## config.mk

```make
export PLATFORM = sky130hd
export DESIGN_NAME = kms_ctrl
export DESIGN_NICKNAME = d
export VERILOG_FILES = /design/src/sv/kms_pkg.sv /design/src/sv/kms_ctrl.sv
export SDC_FILE = /design/constraint.sdc
export NUM_CORES = 1
export LEC_CHECK = 0
export BUFFER_PORTS_ARGS = -buffer_cell sky130_fd_sc_hd__buf_4
export CAP_MARGIN = 10
export CELL_PAD_IN_SITES_DETAIL_PLACEMENT = 0
export CELL_PAD_IN_SITES_GLOBAL_PLACEMENT = 1
export CORE_AREA = 5 5 42 44
export CTS_CLUSTER_DIAMETER = 120
export DETAILED_ROUTE_END_ITERATION = 10
export DIE_AREA = 0 0 47 49
export HOLD_SLACK_MARGIN = 0.03
export PLACE_DENSITY = 0.65
export SETUP_SLACK_MARGIN = 0.3
export SYNTH_ARGS = -nofsm -noshare
export SYNTH_HDL_FRONTEND = slang
export SYNTH_SLANG_ARGS = --single-unit
```

## constraint.sdc

```tcl
create_clock -name clk -period 1.19 [get_ports clk]
set_input_delay 0.0595 -clock clk [delete_from_list [all_inputs] [get_ports clk]]
set_output_delay 0.0595 -clock clk [all_outputs]
set_load 0.03 [all_outputs]
```

## src/sv/kms_pkg.sv

```systemverilog
// Shared types, constants and move tables for the knight shortest-path search core.
`default_nettype none

package kms_pkg;

  localparam int COORD_W = 5;
  localparam int BS_W    = 5;
  localparam int STEPS_W = 8;
  localparam int MOVE_W  = 3;
  localparam int ENTRY_W = 2 * COORD_W + STEPS_W;

  localparam logic [BS_W-1:0]    BOARD_RESET = 5'd8;
  localparam logic [MOVE_W-1:0]  MOVE_LAST   = 3'd7;
  localparam logic [STEPS_W-1:0] STEPS_MAX   = 8'hFF;

  typedef struct packed {
    logic load_query;
    logic clr_step;
    logic seed;
    logic pop;
    logic mark_hit;
    logic issue;
    logic publish;
  } kms_cmd_t;

  typedef struct packed {
    logic clr_last;
    logic start_ok;
    logic fifo_empty;
    logic target_hit;
    logic move_last;
    logic out_busy;
  } kms_stat_t;

  function automatic logic signed [2:0] move_dr(input logic [MOVE_W-1:0] k);
    logic signed [2:0] d;
    case (k)
      3'd0, 3'd1: d = 3'sd2;
      3'd2, 3'd3: d = -3'sd2;
      3'd4, 3'd5: d = 3'sd1;
      default:    d = -3'sd1;
    endcase
    return d;
  endfunction

  function automatic logic signed [2:0] move_dc(input logic [MOVE_W-1:0] k);
    logic signed [2:0] d;
    case (k)
      3'd0, 3'd2: d = 3'sd1;
      3'd1, 3'd3: d = -3'sd1;
      3'd4, 3'd6: d = 3'sd2;
      default:    d = -3'sd2;
    endcase
    return d;
  endfunction

endpackage

`default_nettype wire

```

## src/sv/kms_ctrl.sv

```systemverilog
// Search sequencer: clear, seed, pop, neighbor expansion and result hand-off.
`default_nettype none

module kms_ctrl import kms_pkg::*; (
  input  logic      clk,
  input  logic      rst_n,
  input  logic      in_valid,
  output logic      in_ready,
  input  kms_stat_t stat,
  output kms_cmd_t  cmd
);

  typedef enum logic [2:0] {
    S_IDLE,
    S_CLEAR,
    S_SEED,
    S_POP,
    S_CHECK,
    S_MOVES,
    S_EVAL,
    S_FINISH
  } state_t;

  state_t state_r, state_nxt;

  always_comb begin
    state_nxt = state_r;
    cmd       = '0;
    in_ready  = 1'b0;
    case (state_r)
      S_IDLE: begin
        in_ready = rst_n;
        if (in_valid && rst_n) begin
          cmd.load_query = 1'b1;
          state_nxt      = S_CLEAR;
        end
      end
      S_CLEAR: begin
        cmd.clr_step = 1'b1;
        if (stat.clr_last) state_nxt = S_SEED;
      end
      S_SEED: begin
        if (stat.start_ok) begin
          cmd.seed  = 1'b1;
          state_nxt = S_POP;
        end else begin
          state_nxt = S_FINISH;
        end
      end
      S_POP: begin
        if (stat.fifo_empty) begin
          state_nxt = S_FINISH;
        end else begin
          cmd.pop   = 1'b1;
          state_nxt = S_CHECK;
        end
      end
      S_CHECK: begin
        if (stat.target_hit) begin
          cmd.mark_hit = 1'b1;
          state_nxt    = S_FINISH;
        end else begin
          state_nxt = S_MOVES;
        end
      end
      S_MOVES: begin
        cmd.issue = 1'b1;
        if (stat.move_last) state_nxt = S_EVAL;
      end
      S_EVAL: begin
        state_nxt = S_POP;
      end
      S_FINISH: begin
        if (!stat.out_busy) begin
          cmd.publish = 1'b1;
          state_nxt   = S_IDLE;
        end
      end
      default: begin
        state_nxt = S_IDLE;
      end
    endcase
  end

  always_ff @(posedge clk) begin
    if (!rst_n) begin
      state_r <= S_IDLE;
    end else begin
      state_r <= state_nxt;
    end
  end

endmodule

`default_nettype wire

```

==> metrics.txt <==
Die H approximately 49 um; fin crit period between 1 and 1.5 ns; largest registers state_r: 3 flops; total gr overflow 0; pre-CTS setup slack about 0.066 ns; CTS root buffer clkbuf_4; Worst Path Required 1.13 ns; Num CTS Buffers 3; WP data arrival around 1.2 ns; relative slew slack 86.4%; post-DR wirelength/cell roughly 11 um; residual DRC count 0; largest net degree at the start of global routing 10; pwr dens 1220 nW/um^2; nature of the critical path endpoint output port; worst hold endpoint state_r[1]; first-pass GRT wire length 1630 um; # diodes 0; Max Buffers Root-to-Sink 2; CP top delay family flip-flops; hold path startpoint stat[0]; share of cells above drive strength 1 78.6%; Clk pin slew, worst setup/hold paths about 0.040 ns; gr usage total approximately a tenth; top cell type's share of synthesized area 21.7%; TritonCTS clock tree built; clk_lat worst skew 0.23 ns; final worst slack -0.0487 ns; post-detailed-route via-to-cell ratio 4.83; Non-Filler Instances 86; CP startpoint kind register; cell taking the most area after synthesis dfxtp_1; Final Util ~52%; # IOs 17; Max Cap Viol 0; IO Port Bufs 16; Unique masters post-synth 21; setup slack, reg-to-reg 0 ns; worst-path fanout max 6; RSZ-0062 raised after global routing yes; Min-Delay Path Class primary input to register; max reg flops 3; First-pass DRT Iterations 4; largest register by flop count state_r; met2 GRT Util roughly 14%; initial antenna violation count 0; H-Tree Depth 1; WL final about 1000 um; Iter 0 DRT Violations 9; routing usage on met1 between 10% and 20%; Lkg Pwr 0.314 nW; Fmax achieved slightly above 800 MHz; syn_nets 48; core outline area between 1000 and 1500 um^2; worst slew pin tran 0.203 ns; hold path cells 3; Yosys reg bits 3; Most Crowded Layer GR met2; P&R area growth vs syn 165%; Total Die Area roughly 2300 um^2; Cells after DPL between 70 and 80; Avg Cell Area, Syn a little over 7 um^2; Starting Density roughly a fifth; status complete, but fails checks; failing checks negative setup slack; post-synthesis instance total 39; final net count 80; post-route ant nets 0; worst r2r path cells 5; GPL Wtd Cong roughly 0.70; row cnt 14; Crit Path Class register to output port; Critical-path top delay cell dfxtp_4; top cells by area, synth dfxtp_1 22%, nor4bb_1 7.2%, and3_1 6.8%, o2111ai_1 6.3%, nor3_1 5.4%; worst path bufs/invs 2; dpl hpwl 639 um; post-synthesis sequential area ratio 21.7%; Die Wd roughly 47 um; peak supply drop 0.652 mV; Setup Skew roughly 0.002 ns; Period Utilization, post-route 104%; Setup violations, final 3; worst r2r src state_r[1]; Post-Syn Area between 200 and 300 um^2; CP max stage delay approximately 0.35 ns; DR vias about 420; yosys warns 0; CTS Sinks 3; M3 GR Usage around 3.3%; hold_buf cts 0; Final Max Slew Viols 0; reg2reg end state_r[0]; Fin. Hold Viols 0; worst-path cell chain buf_6 -> nor4bb_4 -> buf_4; vias in the first global route between 300 and 400
==> routing by layer <==
metal | up-vias | part of all wire [%]
li1 | 209 | -
met1 | 195 | 40
met2 | 11 | 56
met3 | 0 | 4.3
met4 | 0 | 0
met5 | - | 0
==> worst max-delay path by stage <==
stage | startpoint | to | slack (ns) | cells after the start
5_1_grt | state_r[2] | cmd[2] | -0.12 | 5
4_1_cts | state_r[0] | cmd[4] | -0.06 | 3
3_3_place_gp | state_r[2] | state_r[1] | 0.06 | 4
2_1_floorplan | state_r[1] | cmd[3] | 0.13 | 2
3_5_place_dp | state_r[1] | state_r[0] | 0.07 | 3
6_report | state_r[0] | cmd[4] | -0.05 | 3
==> power breakdown <==
group / internal (mW) / switching [mW]
combinational: 0.300 / 0.250
sequential: 0.126 / 0.0380
clock: 0.126 / 0.0540
total: 0.552 / 0.342
==> cells in the mapped netlist (all sizes together) <==
library cell and count:
nor2 4, and3 3, nor3b 1, a31oi 1, nand2b 2, or2b 1, nand2 4, o21ai 4
nor4bb 2, o2111ai 2, a2bb2oi 1, a211oi 1, and2 1, nand3 1, a21oi 1, buf 3
nand3b 1, nor3 3, dfxtp 3
==> worst reg2reg max path: stages (launching register included) <==
cell and delay, ns:
dfxtp_4 0.37, buf_4 0.16, and3_4 0.14, o21ai_2 0.14, o2111ai_1 0.11, and3_1 0.16
==> cells in the final DEF (no fill, tap or decap), types with 2 or more instances in the layout <==
cell type	synthesis	routed
nor3_2	0	2
buf_4	0	16
nand2_4	0	2
nand2_1	4	2
dfxtp_4	0	3
o2111ai_1	2	2
clkbuf_4	0	3
o21ai_2	0	2
nor2_1	4	2
buf_6	1	13
nor2_4	0	2
nor4bb_4	0	2
==> timing repair <==
action / CTS / global route
pin swaps: 3 / 8
buffers inserted: 4 / 4
setup endpoints to repair: 11 / 11
gates resized for setup: 16 / 17
==> area by class of cell <==
cell class                 count  area (um^2)
fill                         141          669
multi-input combinational     33          333
timing repair buffer          30          282
sequential                     3         71.3
clock buffer                   4         26.3
tap                           16         20.0
==> metrics by stage <==
stage                     hold WS [ns]  total power, mW  setup TNS [ns]  cell area [um^2]
final                            0.109            0.894          -0.124               732
after global routing             0.109            0.961          -0.494               732
after CTS                       0.0961            0.813          -0.204               628
after detailed placement         0.346            0.533               0               517
after global placement           0.344            0.534               0               517
after floorplan                  0.160            0.422               0               365
==> cells by family after synthesis <==
family	count (synthesis)	share of synthesized area (%)
AO/OA/AOI/OAI	10	23.5
buffers and inverters	3	7.69
flip-flops	3	21.7
AND/OR/NAND/NOR	23	47.1
Power figures use the tool's default switching activity.
